File: src/hw/rtl/assert_macros.svh
// Assertion macros shared by the line parser and the top level of the fan speed controller
`ifndef ASSERT_MACROS_SVH
`define ASSERT_MACROS_SVH

// Same-cycle implication, checked on every clock edge outside reset
`define ASSERT_IMPLIES(label, ante, cons, msg) \
   label: assert property (@(posedge clock) disable iff (reset) (ante) |-> (cons)) \
      else $error(msg);

// Next-cycle implication, checked on every clock edge outside reset
`define ASSERT_NEXT(label, ante, cons, msg) \
   label: assert property (@(posedge clock) disable iff (reset) (ante) |=> (cons)) \
      else $error(msg);

`endif

File: src/hw/rtl/fscc_pkg.sv
// Shared types, constants and speed tables of the fan speed controller
package fscc_pkg;

   // Line framing bytes
   localparam logic [7:0] LF_BYTE      = 8'h0A;
   localparam logic [7:0] CR_BYTE      = 8'h0D;
   localparam logic [7:0] BRACKET_BYTE = 8'h5D;

   // Command words as they appear from line position 1 on
   localparam logic [31:0] TEMP_WORD  = "TEMP";
   localparam logic [39:0] RESET_WORD = "RESET";

   // Value field: three bytes weighted 100, 10, 1, each less 0x30
   localparam int DIGIT_COUNT = 3;
   localparam logic [14:0] WEIGHT_HUNDREDS = 15'd100;
   localparam logic [14:0] WEIGHT_TENS     = 15'd10;
   // 0x30 times 111, taken off the weighted sum of the raw bytes
   localparam logic signed [15:0] VALUE_BIAS = 16'sd5328;

   // Temperature steps
   localparam logic signed [15:0] TEMP_HIGH = 16'sd310;
   localparam logic signed [15:0] TEMP_MID  = 16'sd300;
   localparam logic signed [15:0] TEMP_LOW  = 16'sd290;
   localparam logic [9:0] SPEED_MAX  = 10'd900;
   localparam logic [9:0] SPEED_HIGH = 10'd700;
   localparam logic [9:0] SPEED_MID  = 10'd500;
   localparam logic [9:0] SPEED_BASE = 10'd400;

   // ADC steps: each edge passed adds one speed step
   localparam int ADC_EDGE_COUNT = 9;
   localparam logic [11:0] ADC_EDGES [ADC_EDGE_COUNT] = '{
      12'd410, 12'd820, 12'd1229, 12'd1638, 12'd2048,
      12'd2457, 12'd2867, 12'd3276, 12'd3686
   };
   localparam logic [9:0] SPEED_STEP = 10'd100;

   // Parser result toward the output stage
   typedef struct packed {
      logic [9:0] cmd_speed;
      logic       reset_pulse;
   } parse_result_type;

   // Map a signed line value to the command speed
   function automatic logic [9:0] temp_speed(input logic signed [15:0] value);
      logic [9:0] speed;
      priority if (value > TEMP_HIGH) speed = SPEED_MAX;
      else if (value > TEMP_MID) speed = SPEED_HIGH;
      else if (value > TEMP_LOW) speed = SPEED_MID;
      else speed = SPEED_BASE;
      return speed;
   endfunction

   // Map a 12-bit converter sample to the user speed
   function automatic logic [9:0] adc_speed(input logic [11:0] sample);
      logic [3:0] steps;
      steps = '0;
      for (int i = 0; i < ADC_EDGE_COUNT; i++) begin
         steps = steps + 4'(sample >= ADC_EDGES[i]);
      end
      return SPEED_STEP * (10'(steps) + 10'd1);
   endfunction

endpackage

File: src/hw/rtl/fscc_channels.sv
// Handshake channel interfaces for request and response words

interface fscc_req_if;
   logic        valid;
   logic        ready;
   logic        command;
   logic [7:0]  rx_byte;
   logic [11:0] adc_sample;

   modport source (output valid, command, rx_byte, adc_sample, input ready);
   modport sink   (input valid, command, rx_byte, adc_sample, output ready);
endinterface

interface fscc_rsp_if;
   logic       valid;
   logic       ready;
   logic [9:0] pwm_compare;
   logic       reset_request;

   modport source (output valid, pwm_compare, reset_request, input ready);
   modport sink   (input valid, pwm_compare, reset_request, output ready);
endinterface

File: src/hw/rtl/fscc_line_parser.sv
// Serial command line parser: command letters, value bytes, line end, TEMP and RESET
`include "assert_macros.svh"

module fscc_line_parser #(
   parameter int LINE_LIMIT = 256
) (
   input  logic                      clock,
   input  logic                      reset,
   input  logic                      byte_valid,
   input  logic [7:0]                rx_byte,
   output fscc_pkg::parse_result_type result
);

   localparam int POS_W = $clog2(LINE_LIMIT + 1);

   logic [POS_W-1:0] pos_ff, pos_in;
   logic [7:0]       letters_ff [5];
   logic [7:0]       letters_in [5];
   logic [7:0]       digits_ff [fscc_pkg::DIGIT_COUNT];
   logic [7:0]       digits_in [fscc_pkg::DIGIT_COUNT];
   logic [1:0]       dcount_ff, dcount_in;
   logic             late_ff, late_in;
   logic             last_cr_ff, last_cr_in;
   logic [9:0]       cmd_speed_ff, cmd_speed_in;

   logic                    take;
   logic                    done;
   logic [14:0]             digit_sum;
   logic signed [15:0]      line_value;
   logic                    temp_match;
   logic                    reset_match;

   // Drop bytes once the line has filled
   assign take = byte_valid && (pos_ff < POS_W'(LINE_LIMIT));

   // Fold one byte into the line state
   always_comb begin
      letters_in = letters_ff;
      digits_in  = digits_ff;
      dcount_in  = dcount_ff;
      late_in    = late_ff;
      last_cr_in = last_cr_ff;
      pos_in     = pos_ff;
      done       = 1'b0;
      if (take) begin
         for (int i = 0; i < 5; i++) begin
            if (pos_ff == POS_W'(i + 1)) letters_in[i] = rx_byte;
         end
         if (rx_byte == fscc_pkg::BRACKET_BYTE) begin
            for (int i = 0; i < fscc_pkg::DIGIT_COUNT; i++) digits_in[i] = '0;
            dcount_in = '0;
            late_in   = (pos_ff >= POS_W'(5));
         end else if (dcount_ff != 2'(fscc_pkg::DIGIT_COUNT)) begin
            digits_in[dcount_ff] = rx_byte;
            dcount_in            = dcount_ff + 2'd1;
         end
         last_cr_in = (rx_byte == fscc_pkg::CR_BYTE);
         pos_in     = pos_ff + POS_W'(1);
         done       = (rx_byte == fscc_pkg::LF_BYTE) && last_cr_ff && (pos_ff != '0);
      end
   end

   // Value of the line; missing value bytes stay zero and count as -0x30
   assign digit_sum  = 15'(digits_in[0]) * fscc_pkg::WEIGHT_HUNDREDS
                     + 15'(digits_in[1]) * fscc_pkg::WEIGHT_TENS
                     + 15'(digits_in[2]);
   assign line_value = $signed({1'b0, digit_sum}) - fscc_pkg::VALUE_BIAS;

   // Match the command words against the stored letters
   assign temp_match  = late_in
      && ({letters_in[0], letters_in[1], letters_in[2], letters_in[3]}
          == fscc_pkg::TEMP_WORD);
   assign reset_match = late_in
      && ({letters_in[0], letters_in[1], letters_in[2], letters_in[3], letters_in[4]}
          == fscc_pkg::RESET_WORD);

   // Update the command speed when a TEMP line completes
   assign cmd_speed_in = (done && temp_match) ? fscc_pkg::temp_speed(line_value)
                                              : cmd_speed_ff;

   assign result.cmd_speed   = cmd_speed_in;
   assign result.reset_pulse = done && !temp_match && reset_match;

   // Advance the line state, clear it at line end
   always_ff @(posedge clock) begin
      if (reset || done) begin
         pos_ff     <= '0;
         dcount_ff  <= '0;
         late_ff    <= 1'b0;
         last_cr_ff <= 1'b0;
         for (int i = 0; i < 5; i++) letters_ff[i] <= '0;
         for (int i = 0; i < fscc_pkg::DIGIT_COUNT; i++) digits_ff[i] <= '0;
      end else begin
         pos_ff     <= pos_in;
         dcount_ff  <= dcount_in;
         late_ff    <= late_in;
         last_cr_ff <= last_cr_in;
         letters_ff <= letters_in;
         digits_ff  <= digits_in;
      end
   end

   // Hold the command speed across lines
   always_ff @(posedge clock) begin
      if (reset) begin
         cmd_speed_ff <= '0;
      end else begin
         cmd_speed_ff <= cmd_speed_in;
      end
   end

   `ASSERT_IMPLIES(a_pos_bound, 1'b1, pos_ff <= POS_W'(LINE_LIMIT), "line position past limit")
   `ASSERT_NEXT(a_line_clear, done, (pos_ff == '0) && !last_cr_ff && (dcount_ff == '0), "line state not cleared after line end")

endmodule

File: src/hw/rtl/fscc_adc_speed.sv
// User speed register fed by the ADC step table
module fscc_adc_speed (
   input  logic        clock,
   input  logic        reset,
   input  logic        sample_valid,
   input  logic [11:0] adc_sample,
   output logic [9:0]  adc_speed
);

   logic [9:0] speed_ff, speed_in;

   // Map a new sample, otherwise keep the last speed
   assign speed_in  = sample_valid ? fscc_pkg::adc_speed(adc_sample) : speed_ff;
   assign adc_speed = speed_in;

   always_ff @(posedge clock) begin
      if (reset) begin
         speed_ff <= '0;
      end else begin
         speed_ff <= speed_in;
      end
   end

endmodule

File: src/hw/rtl/fan_speed_command_controller_core.sv
// Top level of the fan speed controller: input stage, speed sources, result stage
//
// Takes one word per cycle on req_chan: a serial byte (command 0) or a 12-bit ADC
// sample (command 1), and returns exactly one word per accepted word on rsp_chan,
// through the input register and then the result register. Serial bytes build lines of
// the form [CMD]ddd CR LF; a TEMP line sets the command speed from its three value
// bytes, a RESET line raises reset_request on the word of its closing LF. Samples
// set the user speed through a ten-step table. csr_wdata written with csr_we picks
// the speed on pwm_compare: 0 command speed, 1 user speed. Lines longer than
// LINE_LIMIT bytes drop further bytes. Throughput is one word per cycle, set by
// the input register and result register, which stall only when rsp_chan holds
// a waiting word and is not ready.
`include "assert_macros.svh"

module fan_speed_command_controller_core #(
   parameter int LINE_LIMIT = 256
) (
   input  logic            clock,
   input  logic            reset,
   fscc_req_if.sink        req_chan,
   fscc_rsp_if.source      rsp_chan,
   input  logic            csr_we,
   input  logic            csr_wdata
);

   logic        mode_ff;
   logic        s1_valid_ff, s1_valid_in;
   logic        s1_cmd_ff;
   logic [7:0]  s1_byte_ff;
   logic [11:0] s1_sample_ff;
   logic        rsp_valid_ff, rsp_valid_in;
   logic [9:0]  rsp_pwm_ff;
   logic        rsp_reset_ff;

   logic                       s1_adv;
   logic                       req_take;
   logic [9:0]                 adc_speed;
   fscc_pkg::parse_result_type parse;

   // Mode register
   always_ff @(posedge clock) begin
      if (reset) begin
         mode_ff <= 1'b0;
      end else if (csr_we) begin
         mode_ff <= csr_wdata;
      end
   end

   // Handshake: the input stage advances when the result register is free
   assign s1_adv         = s1_valid_ff && (!rsp_valid_ff || rsp_chan.ready);
   assign req_chan.ready = !s1_valid_ff || s1_adv;
   assign req_take       = req_chan.valid && req_chan.ready;

   assign s1_valid_in  = req_take || (s1_valid_ff && !s1_adv);
   assign rsp_valid_in = s1_adv || (rsp_valid_ff && !rsp_chan.ready);

   always_ff @(posedge clock) begin
      if (reset) begin
         s1_valid_ff  <= 1'b0;
         rsp_valid_ff <= 1'b0;
      end else begin
         s1_valid_ff  <= s1_valid_in;
         rsp_valid_ff <= rsp_valid_in;
      end
   end

   // Capture the input word
   always_ff @(posedge clock) begin
      if (req_take) begin
         s1_cmd_ff    <= req_chan.command;
         s1_byte_ff   <= req_chan.rx_byte;
         s1_sample_ff <= req_chan.adc_sample;
      end
   end

   // Speed sources, updated as the word leaves the input stage
   fscc_line_parser #(
      .LINE_LIMIT (LINE_LIMIT)
   ) u_parser (
      .clock      (clock),
      .reset      (reset),
      .byte_valid (s1_adv && !s1_cmd_ff),
      .rx_byte    (s1_byte_ff),
      .result     (parse)
   );

   fscc_adc_speed u_adc (
      .clock        (clock),
      .reset        (reset),
      .sample_valid (s1_adv && s1_cmd_ff),
      .adc_sample   (s1_sample_ff),
      .adc_speed    (adc_speed)
   );

   // Result register
   always_ff @(posedge clock) begin
      if (s1_adv) begin
         rsp_pwm_ff   <= mode_ff ? adc_speed : parse.cmd_speed;
         rsp_reset_ff <= parse.reset_pulse;
      end
   end

   assign rsp_chan.valid         = rsp_valid_ff;
   assign rsp_chan.pwm_compare   = rsp_pwm_ff;
   assign rsp_chan.reset_request = rsp_reset_ff;

   `ASSERT_NEXT(a_result_fill, s1_adv, rsp_valid_ff, "advanced word missing from result register")
   `ASSERT_IMPLIES(a_pwm_range, rsp_valid_ff, rsp_pwm_ff <= 10'd1000, "compare value out of range")
   `ASSERT_IMPLIES(a_stall_cause, !req_chan.ready, s1_valid_ff && rsp_valid_ff, "input stalled with a free stage")

endmodule

File: src/flat_wrapper.sv
// flat-port wrapper written by rule: the top's interface ports become plain ports
module fan_speed_command_controller_core_flat 
#(
   parameter int LINE_LIMIT = 256
)
  (clock, reset, csr_we, csr_wdata, req_chan_valid, req_chan_command, req_chan_rx_byte, req_chan_adc_sample, req_chan_ready, rsp_chan_valid, rsp_chan_pwm_compare, rsp_chan_reset_request, rsp_chan_ready);
  fscc_req_if req_chan_i ();
  fscc_rsp_if rsp_chan_i ();
  input  logic clock;
  input  logic reset;
  input  logic csr_we;
  input  logic csr_wdata;
  input wire logic [$bits(req_chan_i.valid)-1:0] req_chan_valid;
  input wire logic [$bits(req_chan_i.command)-1:0] req_chan_command;
  input wire logic [$bits(req_chan_i.rx_byte)-1:0] req_chan_rx_byte;
  input wire logic [$bits(req_chan_i.adc_sample)-1:0] req_chan_adc_sample;
  output wire logic [$bits(req_chan_i.ready)-1:0] req_chan_ready;
  output wire logic [$bits(rsp_chan_i.valid)-1:0] rsp_chan_valid;
  output wire logic [$bits(rsp_chan_i.pwm_compare)-1:0] rsp_chan_pwm_compare;
  output wire logic [$bits(rsp_chan_i.reset_request)-1:0] rsp_chan_reset_request;
  input wire logic [$bits(rsp_chan_i.ready)-1:0] rsp_chan_ready;
  assign req_chan_i.valid = req_chan_valid;
  assign req_chan_i.command = req_chan_command;
  assign req_chan_i.rx_byte = req_chan_rx_byte;
  assign req_chan_i.adc_sample = req_chan_adc_sample;
  assign req_chan_ready = req_chan_i.ready;
  assign rsp_chan_valid = rsp_chan_i.valid;
  assign rsp_chan_pwm_compare = rsp_chan_i.pwm_compare;
  assign rsp_chan_reset_request = rsp_chan_i.reset_request;
  assign rsp_chan_i.ready = rsp_chan_ready;
  fan_speed_command_controller_core #(.LINE_LIMIT(LINE_LIMIT)) u_core (.clock(clock), .reset(reset), .req_chan(req_chan_i), .rsp_chan(rsp_chan_i), .csr_we(csr_we), .csr_wdata(csr_wdata));
endmodule
File: config.mk
export PLATFORM = sky130hd
export DESIGN_NAME = fan_speed_command_controller_core_flat
export DESIGN_NICKNAME = d
export VERILOG_FILES = /design/src/hw/rtl/fscc_pkg.sv /design/src/hw/rtl/fscc_channels.sv /design/src/hw/rtl/fscc_line_parser.sv /design/src/hw/rtl/fscc_adc_speed.sv /design/src/hw/rtl/fan_speed_command_controller_core.sv /design/src/flat_wrapper.sv
export VERILOG_INCLUDE_DIRS = /design/src /design/src/hw/rtl
export SDC_FILE = /design/constraint.sdc
export NUM_CORES = 1
export LEC_CHECK = 0
export ABC_AREA = 0
export BUFFER_PORTS_ARGS = -buffer_cell sky130_fd_sc_hd__clkbuf_2
export CAP_MARGIN = 20
export CORE_MARGIN = 2
export CORE_UTILIZATION = 60
export DETAILED_ROUTE_END_ITERATION = 8
export PLACE_DENSITY = 0.84
export SYNTH_ARGS = -nofsm -noshare
export SYNTH_HDL_FRONTEND = slang
export SYNTH_SLANG_ARGS = --single-unit
File: constraint.sdc
create_clock -name clock -period 13.06 [get_ports clock]
set_input_delay 1.306 -clock clock [delete_from_list [all_inputs] [get_ports clock]]
set_output_delay 1.306 -clock clock [all_outputs]
set_load 0.02 [all_outputs]
### After elaboration in Yosys (flattened, before gate mapping)

Index checks and enable logic that the tools add are counted.

* register bits: 132
* input bits: 27
* output and inout bits: 13

* add/subtract/negate cells: 14
* multiply operators: 3
* magnitude comparators: 16
* equality and inequality tests: 11
* muxes and demuxes: 23
* bitwise logic cells: 1
* reduce and logical (&&, ||, !) cells: 29

Operators with widths (number)
* $mux 24: 3
* $ge 12x12->1 const B: 5
* $mux 10: 5
* $gt 16x10->1 const B: 3
* $mux 8: 6
* $eq 40x39->1 const B: 1
* $mux 40: 1
* $eq 32x31->1 const B: 1
* $bwmux 24: 1
* $ge 12x11->1 const B: 2
* $add 4x1->4: 5
* $eq 9x2->1 const B: 2
* $eq 9x3->1 const B: 2
* $demux 8 s2: 1
* $eq 8x4->1 const B: 2
* $sub 15x13->16 const B: 1
* $add 15x12->15: 1
* $add 15x8->15: 1
* $logic_and 1x1->1: 15
* $mul 8x5->13 const B: 1
* $ge 12x10->1 const B: 1
* $ge 12x9->1 const B: 1
* $mul 8x3->11 const B: 1
* $add 9x1->9 const B: 1
* 22 further kinds: 34

### Longest topological paths before layout

* depth in word-level cells: 19
* gate-level depth with buffers: 28
* depth with buffers taken out: 26

### By module

From an unflattened synthesis, not the netlist that was laid out.

* cell total of the unflattened synthesis: 931
* area, all modules: 8483.1 µm²

Modules (own cells, without submodules)
* fscc_line_parser: times used 1, cells an instance 768, area each 6292.3 µm², seq. area each 1741.7 µm²
* fan_speed_command_controller_core: times used 1, cells an instance 58, area each 1249.9 µm², seq. area each 1021.0 µm²
* fscc_adc_speed: times used 1, cells an instance 105, area each 940.9 µm², seq. area each 200.2 µm²

### Least setup slack after synthesis

Ideal clock, no wire load.

* kind: in2reg
* start point: input port rsp_chan_ready
* end point: register u_core.rsp_pwm_ff[9] (netlist: u_core.rsp_chan.pwm_compare[9]), data pin
* setup time: 0.273 ns
* data arrival time: 7.215 ns
* data required time: 12.787 ns
* slack: 5.572 ns
* stages on the path: 27
* path buffers: 4
* cells stage by stage: nor2b_4 > buf_6 > or3_1 > buf_6 > nor2_1 > clkbuf_1 > buf_1 > nor2_1 > ha_1 > ha_1 > inv_1 > fa_1 > inv_1 > ha_1 > a21oi_1 > xnor2_1 > ha_1 > ha_1 > a2111oi_0 > o21ai_0 > a41oi_1 > xor2_1 > nor2b_1 > mux2i_1 > or4_1 > o221ai_1 > a22oi_1

RTL lines
* start, declared: line flat_wrapper.sv:21 `input wire logic [$bits(rsp_chan_i.ready)-1:0] rsp_chan_ready;`
* end signal, assigned: line fan_speed_command_controller_core.sv:98 `rsp_pwm_ff <= mode_ff ? adc_speed : parse.cmd_speed;`
* end, declared: line fan_speed_command_controller_core.sv:32 `logic [9:0] rsp_pwm_ff;`

==> run summary <==
For this design the ratio of total power to cell area is 126 nW/um^2. Based on the critical path, the design can be clocked at up to 0.129 GHz. The logs give 0.240 for the remaining max-slew budget at the tightest pin and 544 for the starting DRC count in detailed routing. The die covers 14600 sq um.

The post-synthesis sequential area ratio came out at 0.361. The boundary pin count is 40, and the depth of the worst hold-timing path is 2. TritonCTS built the clock tree.

The total area inside the core boundary comes to 13300 sq um. Data on the critical path arrives at its endpoint at 7.91 ns. Fraction of power consumed by the clock network: 0.439.

The number of global-route vias before repair is 6433. After clock tree synthesis, the setup repair step added 0 buffers. The netlist uses 74 different library cells. The run gives 0 as the initial antenna violation count. The final-report hold violation count is 0. The fraction of synthesized cell area taken by the top area cell type is 0.244, and the switching part of the total is 0.288. Counting flops with a built-in enable in the synthesized netlist gives 32.

The logs give 6637 for the number of vias after detailed routing and 13.20 ns for the data required time at the worst endpoint. The max capacitance violation total came out at 0. The mean post-synth cell area is 9.23 sq um, and the final antenna diode count is 0. Slew at the pin closest to its max-slew limit: 1.14 ns. From synthesis to final layout, the design area changed by 11.2%. Of all cell types, the one taking the most synthesized area is dfxtp_1. The critical path in this run is classified as input port to register. The first detailed-routing pass ran for 7 iterations. The flow ran to the end, and the final reports show no timing, DRC or antenna violations. The proportion of power drawn by flip-flops and latches was 0.387. Clock skew on the completed layout was measured at 0.0140 ns.

The final layout contains 1036 nets. The post-detailed-route via-to-cell ratio is 6.02, and the worst setup slack for register-to-register paths is 5.73 ns. At the end of routability-driven placement, the weighted congestion stood at 0.888.

The tree is rooted in a clkbuf_16. The logs give 76 for the maximum number of pins on one net before global-route repair and 4 for the H-tree depth. In this run the power spent charging and discharging nets is 332 uW. The die is 121 um wide. The initial cell density of the core is 0.618, and the layout cell share with drive strength beyond 1 is 0.0992.

The maximum vdd drop was 0.0000961 V. The clock reaches the later pin of the worst-skew pair after 0.43 ns. The number of cell rows is 42, and the critical-path maximum fanout is 10. The die outline height was 121 um; the post-route minimum period was 7.77 ns. The async set or reset register ratio after synthesis was 0. The tools report the launching element type of the critical path as an input port.

In this run, post-CTS repair resized a total of 0 instances. Placed wire-length estimate: 12.5 mm. The depth of the worst register-to-register path came out at 22.

The clock passes through at most 2 buffers. In this run the static leakage power is 0.00418 uW. The min-delay analysis places its worst path in the category register to register. After global routing the overflow that remains totals 0. The number of clock buffers added by TritonCTS is 17.

For the internal power summed over all cells, the log shows 819 uW. Setup repair after global routing left no endpoint under its margin. Clock-pin slew was measured on the worst setup and hold paths at 0.06 ns. The worst setup path is captured at a register. The synthesized net count was 1012. CTS saw 132 sinks. The tools report the combinational fraction of design power as 0.174.

The first-pass GRT wire length was 30.3 mm; the average routed wire per standard cell was 16.6 um. Part of the cycle the worst path needs: 0.595. The cell count after synthesis came out at 890. By area the synthesized netlist is led by dfxtp_1 (24%), ha_1 (12%), edfxtp_1 (12%).

In this run, post-CTS hold repair placed 0 buffers. The routed design has 18.3 mm of wire. In the post-route analysis, the smallest setup slack over all paths is 5.29 ns.

The global-route usage over all layers came out at 0.257. Yosys printed 0 warnings. The tools report the final setup TNS as 0 ns. The pre-CTS setup slack is 4.92 ns. Synthesis inferred 132 register bits. The netlist area before placement came out at 8210 sq um.

The final count of negative-setup-slack endpoints came out at 0. The count of buffers added on input and output ports is 39. For this run, design rule violations remaining after detail routing come to 0. The most used flip-flop cell after synthesis was dfxtp_1. For the max-slew violation total from the final report, the log shows 0.

The tools report the post-detailed-route count of antenna-violating nets as 0.
cell usage after synthesis, types with 3 or more instances:
cell	number
a31oi_1	7
o31ai_1	11
or2_2	5
dfxtp_1	100
a21boi_0	3
ha_1	78
nor3_1	26
o22ai_1	3
nor2b_1	11
or4_1	4
a21oi_1	50
and3_1	7
nor3b_1	3
xnor2_1	25
inv_1	49
o21ai_0	26
nor2_1	113
clkbuf_1	27
buf_1	5
nand3b_1	4
edfxtp_1	32
a21o_1	9
xor2_1	8
o21a_1	6
and2_1	8
nor4_1	8
fa_1	17
nor4bb_1	10
mux2i_1	56
o21bai_1	6
nand2_1	63
nand4_1	12
a22oi_1	12
o211ai_1	4
nand2b_1	7
a211o_1	3
nand3_1	22
nor4b_1	4
cell usage in the layout (no fill, tap or decap), drive strengths merged, types with 8 or more instances in the layout:
cell,instances
and2,8
dfxtp,100
nand3,23
nor4bb,10
o21ai,26
nand2,63
inv,56
nor2b,12
nor3,27
a21oi,50
ha,78
nor4,10
xnor2,25
fa,17
o31ai,12
xor2,8
a21o,9
a22oi,12
edfxtp,32
mux2i,56
clkbuf,57
nand4,12
nor2,113
layout make-up:
class	instances	area, sq um
clock buffers	18	450
clock inverters	14	185
fillers	964	4160
inverters	49	184
multi-input cells	673	4920
flip-flops and latches	132	2960
well taps	176	220
repair buffers	41	210
cell families (layout without fill, tap and decap cells):
| logic type | count (synthesis) | after routing | share of synthesized area |
|---|---|---|---|
| AOI/OAI and AO/OA | 163 | 163 | 0.130 |
| adders and majority gates | 95 | 95 | 0.160 |
| buffers and inverters | 85 | 122 | 0.0410 |
| and+or+nand+nor | 325 | 325 | 0.203 |
| DFF | 132 | 132 | 0.361 |
| xor gates and xnor gates | 33 | 33 | 0.0352 |
| muxes | 57 | 57 | 0.0696 |
metrics by stage:
stage | power, uW | hold slack (ns) | utilization | cell area, sq um | instances
after floorplan | 604 | 0.426 | - | 8210 | 890
after CTS | 1150 | 0.453 | 0.687 | 9130 | 1103
after global placement | 645 | 0.435 | 0.639 | 8500 | 1071
after detailed placement | 652 | 0.444 | 0.639 | 8500 | 1071
final | 1150 | 0.453 | 0.687 | 9130 | 1103
after global routing | 1200 | 0.471 | 0.687 | 9130 | 1103
critical path, cell delays in order:
cell and delay [ns]:
clkbuf_2 0.11, nor2b_4 0.06, nor4_2 0.66, nand2_1 0.48
mux2i_1 0.21, or2_2 0.33, inv_1 0.09, ha_1 0.24
ha_1 0.30, ha_1 0.32, fa_1 0.54, inv_1 0.06
fa_1 0.53, inv_1 0.04, ha_1 0.39, nand2b_1 0.18
a2111oi_0 0.43, a31oi_1 0.10, a21oi_1 0.26, xnor2_1 0.16
o21a_1 0.19, or4_1 0.56, o211ai_1 0.24, a22oi_1 0.12
final timing paths:
path | startpoint | endpoint
max | rsp_chan_ready | u_core.rsp_chan.pwm_compare[5]
min | u_core.u_parser.letters_ff[16] | u_core.u_parser.letters_ff[16]
max reg2reg | u_core.s1_cmd_ff | u_core.rsp_chan.pwm_compare[5]
min reg2reg | u_core.u_parser.letters_ff[16] | u_core.u_parser.letters_ff[16]
routing by layer:
metal	vias to the layer above	track usage	share of wire
li1	3240	-	-
met1	3157	0.338	0.45
met2	206	0.423	0.48
met3	34	0.0522	0.060
met4	0	0.0858	0.017
met5	-	0	0
power by group through the flow:
stage | sequential (uW) | clock [uW] | combinational, uW
6_report | 445 | 505 | 200
2_1_floorplan | 447 | 0 | 157
3_5_place_dp | 453 | 0 | 199
5_1_grt | 446 | 526 | 226
4_1_cts | 445 | 508 | 201
3_3_place_gp | 453 | 0 | 192
state kept, by name, summed over array words and instances (netlist names), 2 cells and up:
signal / count
u_core.u_parser.letters_ff: 40
u_core.u_parser.digits_ff: 24
u_core.s1_sample_ff: 12
u_core.rsp_chan.pwm_compare: 10
u_core.u_adc.speed_ff: 10
u_core.u_parser.cmd_speed_ff: 10
u_core.u_parser.pos_ff: 9
u_core.s1_byte_ff: 8
u_core.u_parser.dcount_ff: 2
No activity file was read; power rests on OpenSTA's default activity.
